$ cat src/hdl/sot_pkg.sv
// Shared types, codes and constants for the shape overlap test block.
package sot_pkg;

  localparam int COORD_W = 16;
  localparam int LEN_W   = 15;
  localparam int TYPE_W  = 2;

  // Shape kinds
  localparam logic [TYPE_W-1:0] TYPE_RECT   = 2'd0;
  localparam logic [TYPE_W-1:0] TYPE_CIRCLE = 2'd1;

  // Pairing of the two shapes in one request
  localparam logic [1:0] PAIR_NONE = 2'd0;
  localparam logic [1:0] PAIR_CC   = 2'd1;
  localparam int unsigned PAIR_RR_I = 2;
  localparam logic [1:0] PAIR_RR   = 2'(PAIR_RR_I);
  localparam logic [1:0] PAIR_CR   = 2'd3;

  // Cycles from request accept to result strobe
  localparam int LATENCY = 4;

endpackage

$ cat src/hdl/shape_overlap_test_top.sv
// Shape overlap test: pipelined circle / rectangle collision check.
//
// One request carries two shapes (type, x, y, width, height, radius each) and
// is accepted at a rising edge with start high and busy low. Each request gives
// exactly one result: hit is valid while done is high, for one cycle only.
// Throughput is one request per cycle while busy is low; the four
// register stages are edge differences and clamp terms, distance select and
// magnitude, the squaring multipliers, and the final sum and compare.
// busy is high during reset and while a registered copy of rst is still high,
// and low otherwise.
// Reset empties the pipeline; requests in flight give no result.
// The receiver cannot stall: results are not held, so done and hit must be
// sampled in the cycle they appear. hit reads 0 whenever done is low.
// Circle-circle and circle-rectangle hits include exact contact; rectangle-
// rectangle needs strict overlap; any other pairing reports no hit.
module shape_overlap_test_top
  import sot_pkg::*;
(
  input  logic                       clk,
  input  logic                       rst,
  input  logic                       start,
  output logic                       busy,
  input  logic [TYPE_W-1:0]          first_type,
  input  logic signed [COORD_W-1:0]  first_x,
  input  logic signed [COORD_W-1:0]  first_y,
  input  logic [LEN_W-1:0]           first_width,
  input  logic [LEN_W-1:0]           first_height,
  input  logic [LEN_W-1:0]           first_radius,
  input  logic [TYPE_W-1:0]          second_type,
  input  logic signed [COORD_W-1:0]  second_x,
  input  logic signed [COORD_W-1:0]  second_y,
  input  logic [LEN_W-1:0]           second_width,
  input  logic [LEN_W-1:0]           second_height,
  input  logic [LEN_W-1:0]           second_radius,
  output logic                       done,
  output logic                       hit
);

  localparam int DW = COORD_W + 2;   // clamp differences
  localparam int MW = DW - 1;        // magnitudes
  localparam int SW = 2 * MW;        // squared magnitudes
  localparam int RW = LEN_W + 1;     // radius sum
  localparam int EW = COORD_W + 1;   // rectangle edges

  logic busy_hold;
  logic accept;

  always_ff @(posedge clk) begin
    busy_hold <= rst;
  end

  assign busy   = rst | busy_hold;
  assign accept = start & ~busy;

  // ---------------- stage 1 ----------------
  logic                  cc, rr, cr, rc;
  logic [1:0]            pair_in;
  logic signed [COORD_W-1:0] cx, cy, rx, ry;
  logic [LEN_W-1:0]      rw, rh, crad;
  logic signed [DW-1:0]  cxe, cye, rx_hi, ry_hi;
  logic signed [EW-1:0]  ax, ay, bx, by, ax_hi, ay_hi, bx_hi, by_hi;

  always_comb begin
    cc = (first_type == TYPE_CIRCLE) && (second_type == TYPE_CIRCLE);
    rr = (first_type == TYPE_RECT) && (second_type == TYPE_RECT);
    cr = (first_type == TYPE_CIRCLE) && (second_type == TYPE_RECT);
    rc = (first_type == TYPE_RECT) && (second_type == TYPE_CIRCLE);
    if (cc) begin
      pair_in = PAIR_CC;
    end else if (rr) begin
      pair_in = PAIR_RR;
    end else if (cr || rc) begin
      pair_in = PAIR_CR;
    end else begin
      pair_in = PAIR_NONE;
    end
    cx    = cr ? first_x : second_x;
    cy    = cr ? first_y : second_y;
    crad  = cr ? first_radius : second_radius;
    rx    = cr ? second_x : first_x;
    ry    = cr ? second_y : first_y;
    rw    = cr ? second_width : first_width;
    rh    = cr ? second_height : first_height;
    cxe   = {{2{cx[COORD_W-1]}}, cx};
    cye   = {{2{cy[COORD_W-1]}}, cy};
    rx_hi = {{2{rx[COORD_W-1]}}, rx} + {3'b000, rw};
    ry_hi = {{2{ry[COORD_W-1]}}, ry} + {3'b000, rh};
    ax    = {first_x[COORD_W-1], first_x};
    ay    = {first_y[COORD_W-1], first_y};
    bx    = {second_x[COORD_W-1], second_x};
    by    = {second_y[COORD_W-1], second_y};
    ax_hi = ax + {2'b00, first_width};
    ay_hi = ay + {2'b00, first_height};
    bx_hi = bx + {2'b00, second_width};
    by_hi = by + {2'b00, second_height};
  end

  logic                 v1;
  logic [1:0]           pair1;
  logic                 rr_hit1;
  logic signed [DW-1:0] dx_cc1, dy_cc1, ex_lo1, ex_hi1, ey_lo1, ey_hi1;
  logic [RW-1:0]        rsum1;
  logic [LEN_W-1:0]     crad1;

  always_ff @(posedge clk) begin
    if (rst) begin
      v1 <= 1'b0;
    end else begin
      v1 <= accept;
    end
    pair1   <= pair_in;
    rr_hit1 <= (ax < bx_hi) && (ax_hi > bx) && (ay < by_hi) && (ay_hi > by);
    dx_cc1  <= {{2{first_x[COORD_W-1]}}, first_x} - {{2{second_x[COORD_W-1]}}, second_x};
    dy_cc1  <= {{2{first_y[COORD_W-1]}}, first_y} - {{2{second_y[COORD_W-1]}}, second_y};
    ex_lo1  <= cxe - {{2{rx[COORD_W-1]}}, rx};
    ex_hi1  <= cxe - rx_hi;
    ey_lo1  <= cye - {{2{ry[COORD_W-1]}}, ry};
    ey_hi1  <= cye - ry_hi;
    rsum1   <= {1'b0, first_radius} + {1'b0, second_radius};
    crad1   <= crad;
  end

  // ---------------- stage 2 ----------------
  logic signed [DW-1:0] dx_sel, dy_sel, dx_neg, dy_neg, dx_abs, dy_abs;
  logic [RW-1:0]        r_sel;

  always_comb begin
    if (pair1 == PAIR_CC) begin
      dx_sel = dx_cc1;
      dy_sel = dy_cc1;
      r_sel  = rsum1;
    end else begin
      if (ex_lo1[DW-1]) begin
        dx_sel = ex_lo1;
      end else if (!ex_hi1[DW-1] && (ex_hi1 != '0)) begin
        dx_sel = ex_hi1;
      end else begin
        dx_sel = '0;
      end
      if (ey_lo1[DW-1]) begin
        dy_sel = ey_lo1;
      end else if (!ey_hi1[DW-1] && (ey_hi1 != '0)) begin
        dy_sel = ey_hi1;
      end else begin
        dy_sel = '0;
      end
      r_sel = {1'b0, crad1};
    end
    dx_neg = -dx_sel;
    dy_neg = -dy_sel;
    dx_abs = dx_sel[DW-1] ? dx_neg : dx_sel;
    dy_abs = dy_sel[DW-1] ? dy_neg : dy_sel;
  end

  logic          v2;
  logic [1:0]    pair2;
  logic          rr_hit2;
  logic [MW-1:0] mx2, my2;
  logic [RW-1:0] r2;

  always_ff @(posedge clk) begin
    if (rst) begin
      v2 <= 1'b0;
    end else begin
      v2 <= v1;
    end
    pair2   <= pair1;
    rr_hit2 <= rr_hit1;
    mx2     <= dx_abs[MW-1:0];
    my2     <= dy_abs[MW-1:0];
    r2      <= r_sel;
  end

  // ---------------- stage 3 ----------------
  logic            v3;
  logic [1:0]      pair3;
  logic            rr_hit3;
  logic [SW-1:0]   sqx3, sqy3;
  logic [2*RW-1:0] sqr3;

  always_ff @(posedge clk) begin
    if (rst) begin
      v3 <= 1'b0;
    end else begin
      v3 <= v2;
    end
    pair3   <= pair2;
    rr_hit3 <= rr_hit2;
    sqx3    <= SW'(mx2) * SW'(mx2);
    sqy3    <= SW'(my2) * SW'(my2);
    sqr3    <= (2*RW)'(r2) * (2*RW)'(r2);
  end

  // ---------------- stage 4 ----------------
  logic [SW:0] dist_sq;
  logic        hit_next;

  always_comb begin
    dist_sq = {1'b0, sqx3} + {1'b0, sqy3};
    case (pair3) inside
      PAIR_RR: hit_next = rr_hit3;
      PAIR_CC, PAIR_CR: hit_next = (dist_sq <= (SW+1)'(sqr3));
      default: hit_next = 1'b0;
    endcase
  end

  always_ff @(posedge clk) begin
    if (rst) begin
      done <= 1'b0;
      hit  <= 1'b0;
    end else begin
      done <= v3;
      hit  <= v3 & hit_next;
    end
  end

endmodule

$ cat config.mk
export PLATFORM = sky130hd
export DESIGN_NAME = shape_overlap_test_top
export DESIGN_NICKNAME = d
export VERILOG_FILES = /design/src/hdl/sot_pkg.sv /design/src/hdl/shape_overlap_test_top.sv
export SDC_FILE = /design/constraint.sdc
export NUM_CORES = 2
export LEC_CHECK = 0
export BUFFER_PORTS_ARGS = -buffer_cell sky130_fd_sc_hd__buf_2
export CAP_MARGIN = 20
export CORE_UTILIZATION = 55
export DETAILED_ROUTE_END_ITERATION = 6
export PLACE_DENSITY = 0.75
export SLEW_MARGIN = 30
export SYNTH_ARGS = -nofsm -noshare
export SYNTH_HDL_FRONTEND = slang
export SYNTH_SLANG_ARGS = --single-unit
export TNS_END_PERCENT = 100
$ cat constraint.sdc
create_clock -name clk -period 6.35 [get_ports clk]
set_input_delay 0.635 -clock clk [delete_from_list [all_inputs] [get_ports clk]]
set_output_delay 0.635 -clock clk [all_outputs]
set_load 0.03 [all_outputs]
# == Word-level counts from Yosys, hierarchy flattened ==
# Index checks and enable logic that the tools add are counted.
# totals
register_bits,300
inputBits,161
wordCells,98
# classes
add_sub_neg,16
n_mul,3
n_lt_le_gt_ge,5
n_eq_ne,6
muxes,20
bitwise,4
n_reduce_logical,17
# op_table
operator,n
18-bit two-way mux,6
16-bit by 16-bit adder with 17-bit output,6
17-bit by 17-bit multiplier with 34-bit output,2
16-bit by 16-bit subtractor with 17-bit output,4
16-bit two-way mux,4
15-bit two-way mux,4
18-bit nonzero test,2
16-bit by 17-bit subtractor with 18-bit output,2
34-bit by 34-bit adder with 35-bit output,1
35-bit by 32-bit less-or-equal comparator with 1-bit output,1
17-bit by 16-bit greater-than comparator with 1-bit output,2
16-bit by 17-bit < comparator with 1-bit output,2
17-bit two-way mux,2
17-bit negation,2
16-bit by 16-bit multiplier with 32-bit output,1
15-bit by 15-bit adder with 16-bit output,1
1-bit logical AND,9
2-bit by 1-bit equality test with 1-bit output (second input constant),4
2-bit equality test (second input constant),2
2-bit logical NOT,2
2-bit two-way mux,2
1-bit AND,2
1-bit logical NOT,2
1-bit two-way mux,2
other kinds (4),4

# == Depth between registers and ports, before layout ==
# logic_depth
ltp_word,7
mapped_depth,25

# == Worst setup path after synthesis ==
# No wires, ideal clock.
# synth_timing
path_type,reg2reg
startpoint,register my2[14]
endpoint,register sqy3[32]
setup_time_ns,0.121
arrival_time_ns,6.095
setup_slack_ns,0.134
path_stages_with_launch,23
synth_period_minus_slack_ns,6.216
path_cell_list,dfxtp_1 clkbuf_1 clkbuf_1 nand2_1 fa_1 fa_1 inv_1 fa_1 fa_1 fa_1 inv_1 fa_1 inv_1 ha_1 a21oi_1 a21oi_1 a211oi_1 a2bb2oi_1 o31ai_1 o2111a_1 o41ai_1 mux2i_1 nand2_1
# synth_between
elab_chain_cells,1
# synth_lines
element,line_no,source
from (decl),shape_overlap_test_top.sv:158,"logic [MW-1:0] mx2, my2;"
from (signal assigned),shape_overlap_test_top.sv:170,my2 <= dy_abs[MW-1:0];
17-bit by 17-bit multiplier with 34-bit output,shape_overlap_test_top.sv:190,sqy3 <= SW'(my2) * SW'(my2);
to (signal assigned),shape_overlap_test_top.sv:190,
to (decl),shape_overlap_test_top.sv:178,"logic [SW-1:0] sqx3, sqy3;"
# Every way passes these cells.
# A chain may end at the register's enable or synchronous reset.

# == Final worst setup path ==
# layout_timing
startpoint,register mx2[4]
endpoint,register sqx3[32]
# layout_between
elab_chain_cells,1
# layout_lines
element,line_no,source
from (decl),shape_overlap_test_top.sv:158,
from (signal assigned),shape_overlap_test_top.sv:169,mx2 <= dx_abs[MW-1:0];
17-bit by 17-bit multiplier with 34-bit output,shape_overlap_test_top.sv:189,sqx3 <= SW'(mx2) * SW'(mx2);
to (signal assigned),shape_overlap_test_top.sv:189,
to (decl),shape_overlap_test_top.sv:178,
# Every way passes these cells.

==> impl_metrics.json <==
{
  "drt_iter0_drc": 1746,
  "clkTransAtPathRegs_ns": 0.06,
  "yosys_register_bits": 295,
  "first_global_vias": 34900,
  "antenna_found_initial": 5,
  "via_per_inst": 5.39,
  "area_growth_pct": 8.82,
  "fmax_ghz": 0.163,
  "period_share_pct": 96.4,
  "vias": 34000,
  "grt-ovfl-total": 0,
  "maxCapViolations": 0,
  "fin_tns_setup_ns": 0,
  "status": "completed",
  "netlist_area_um2": 43800,
  "final_cell_area_um2": 47600,
  "nets": 6555,
  "htree_levels": 2,
  "yosysTopAreaCellShare_pct": 26.6,
  "port-buffer-count": 163,
  "cts_tree": "built",
  "setup_viol": 0,
  "ant_nets": 0,
  "cp_num_buf_inv": 4,
  "cts_sinks": 295,
  "hold_path.class": "input pin to register",
  "synth_flop_cell": "dfxtp_1",
  "cts-root-buf": "clkbuf_16",
  "min_period_ns": 6.12,
  "max_stage_delay_ns": 0.55,
  "worst-path-max-fanout": 11,
  "insertion_delay_ns": 0.57,
  "tightest_slew_ns": 0.956,
  "grt_pass1_wl_um": 164000,
  "final_common_cell": "inv_1",
  "syn_inst": 5047,
  "crit_top_cell": "fa_1",
  "crit_type": "register to register",
  "die_height_um": 284,
  "wirelength_um": 97300,
  "async_flop_share_pct": 0,
  "instances_no_fill": 6300,
  "final_layout_size_suffix_gt1_share_pct": 8.04,
  "routabilityCongestion": 0.947,
  "post_cts_buffers": 0,
  "wire_per_inst_um": 15.4,
  "critPathArrivalTime_ns": 6.59,
  "yosysWarnings": 0,
  "io-pin-count": 164,
  "final_cell_mix": "939 x inv_1, 583 x ha_1, 582 x fa_1",
  "ys_seq_area_share_pct": 13.5,
  "avgSynthCellArea_um2": 8.67,
  "dr.pass1.iters": 7,
  "layout_setup_ws_ns": 0.226,
  "die_area_um2": 80700,
  "chipWidth_um": 284,
  "slew_viol_final": 0,
  "cp_slowest_cell": "fa_1",
  "cts_buffers": 35,
  "grt_max_degree": 64,
  "postPlaceCellArea_um2": 46300,
  "cts.path.max_buffers": 3,
  "initial_core_util_pct": 55.5,
  "required_ns": 6.82,
  "path_delay_family": "adder cells",
  "synth_area_leaders": "fa_1 27%, ha_1 17%, dfxtp_1 13%",
  "dp_cells": 6235,
  "holdBufCountCts": 0,
  "cp-start-kind": "register",
  "critical_path.cell_chain": "and2_1 > fa_1 > inv_1 > fa_1 > fa_1 > inv_1 > fa_1 > fa_1 > inv_1 > fa_1 > inv_1 > ha_2 > a21oi_1 > o21ai_0 > o2bb2ai_1 > or4_1 > a41oi_2 > a21oi_1 > a21o_1 > a21oi_1 > xnor2_1",
  "netlist-cell-type-count": 85,
  "core_area_um2": 78900,
  "slew_headroom_pct": 35.5,
  "dp_hpwl_um": 83200,
  "grt.total_usage_pct": 24.4,
  "synth-edff-count": 0,
  "post-place-ws_ns": -0.0968,
  "skew_ns": 0.0268,
  "drc": 0,
  "end_kind": "register",
  "syn-num-nets": 6380,
  "hold_viol": 0,
  "num_rows": 103,
  "synth_area_leader_cell": "fa_1"
}
path summary, 6_finish.rpt:
path | from | endpoint | slack (ns) | depth (start not counted)
worst min register to register | pair2[0]$_DFF_P_ | pair3[0]$_DFF_P_ | 0.33 | 0
worst max-delay path | mx2[4]$_DFF_P_ | sqx3[32]$_DFF_P_ | 0.23 | 21
worst min-delay path | rst | busy_hold$_DFF_P_ | 0.26 | 1
worst max register to register | mx2[4]$_DFF_P_ | sqx3[32]$_DFF_P_ | 0.23 | 21
logic make-up (layout without fill, tap and decap cells):
logic type	Yosys count	count (layout)	share of synthesized area, %
compound gates	841	841	12.4
xor+xnor	296	296	5.92
fa+ha+maj	1172	1172	43.5
buf+inv	1066	1265	9.22
flops	295	295	13.5
mux	49	49	1.15
other cells	0	4	0
simple gates	1328	1328	14.3
through the flow:
stage               hold slack [ns]  utilization, %
floorplan                     0.310               -
global placement              0.312            58.7
detailed placement            0.313            58.7
CTS                           0.236            60.2
global route                  0.250            60.4
finish                        0.259            60.4
sequential cells by signal (all words and copies together), names as in the netlist, 2 cells and up:
signal  flops
pair1       2
pair2       2
sqy3       33
crad1      15
ex_lo1     17
my2        17
r2         16
pair3       2
ey_lo1     17
rsum1      16
mx2        17
dy_cc1     16
sqr3       31
dx_cc1     16
ex_hi1     18
sqx3       33
ey_hi1     18
cell usage after synthesis (20+ instances only):
master,n
and2_1,178
o21ai_0,156
or2_2,20
a211oi_1,34
fa_1,582
ha_1,590
o211ai_1,23
nor2_1,267
inv_1,940
nor3_1,59
xor2_1,71
o21a_1,37
nand3_1,70
or3_1,28
a31oi_1,37
nand2b_1,43
nand4_1,25
nor2b_1,42
o21bai_1,42
and3_1,32
a21oi_1,252
o31ai_1,20
a21o_1,96
clkbuf_1,110
dfxtp_1,295
mux2i_1,43
nand2_1,514
xnor2_1,225
worst register-to-register path: cells and delay by family (launching register included):
family | cells | cell delay [ns]
flops | 1 | 0.39
simple gates | 2 | 0.73
fa+ha+maj | 7 | 3.32
compound gates | 7 | 1.24
xor+xnor | 1 | 0.14
buf+inv | 4 | 0.21
routing by layer:
metal	wire [µm]	vias up	global-route usage, %
met3	4090	148	2.78
met5	12	-	0
li1	-	16700	-
met2	48800	697	44.2
met1	42000	16400	30.7
met4	2350	2	6.53
cell type report:
type,count,area [µm²]
antenna,4,10.0
clock buffer,45,973
clock inverter,16,205
fill,6792,31200
inverter,940,3530
multi-input combinational,3686,34000
sequential,295,5940
tap,1050,1310
timing repair buffer,264,1660
repair_timing:
item	4_1_cts	5_1_grt
gates resized for setup	5	53
pin swaps	0	4
setup endpoints to repair	3	16
Power is not shown: default switching activity piles up to over one toggle a cycle in this logic, so the estimate is an artifact.
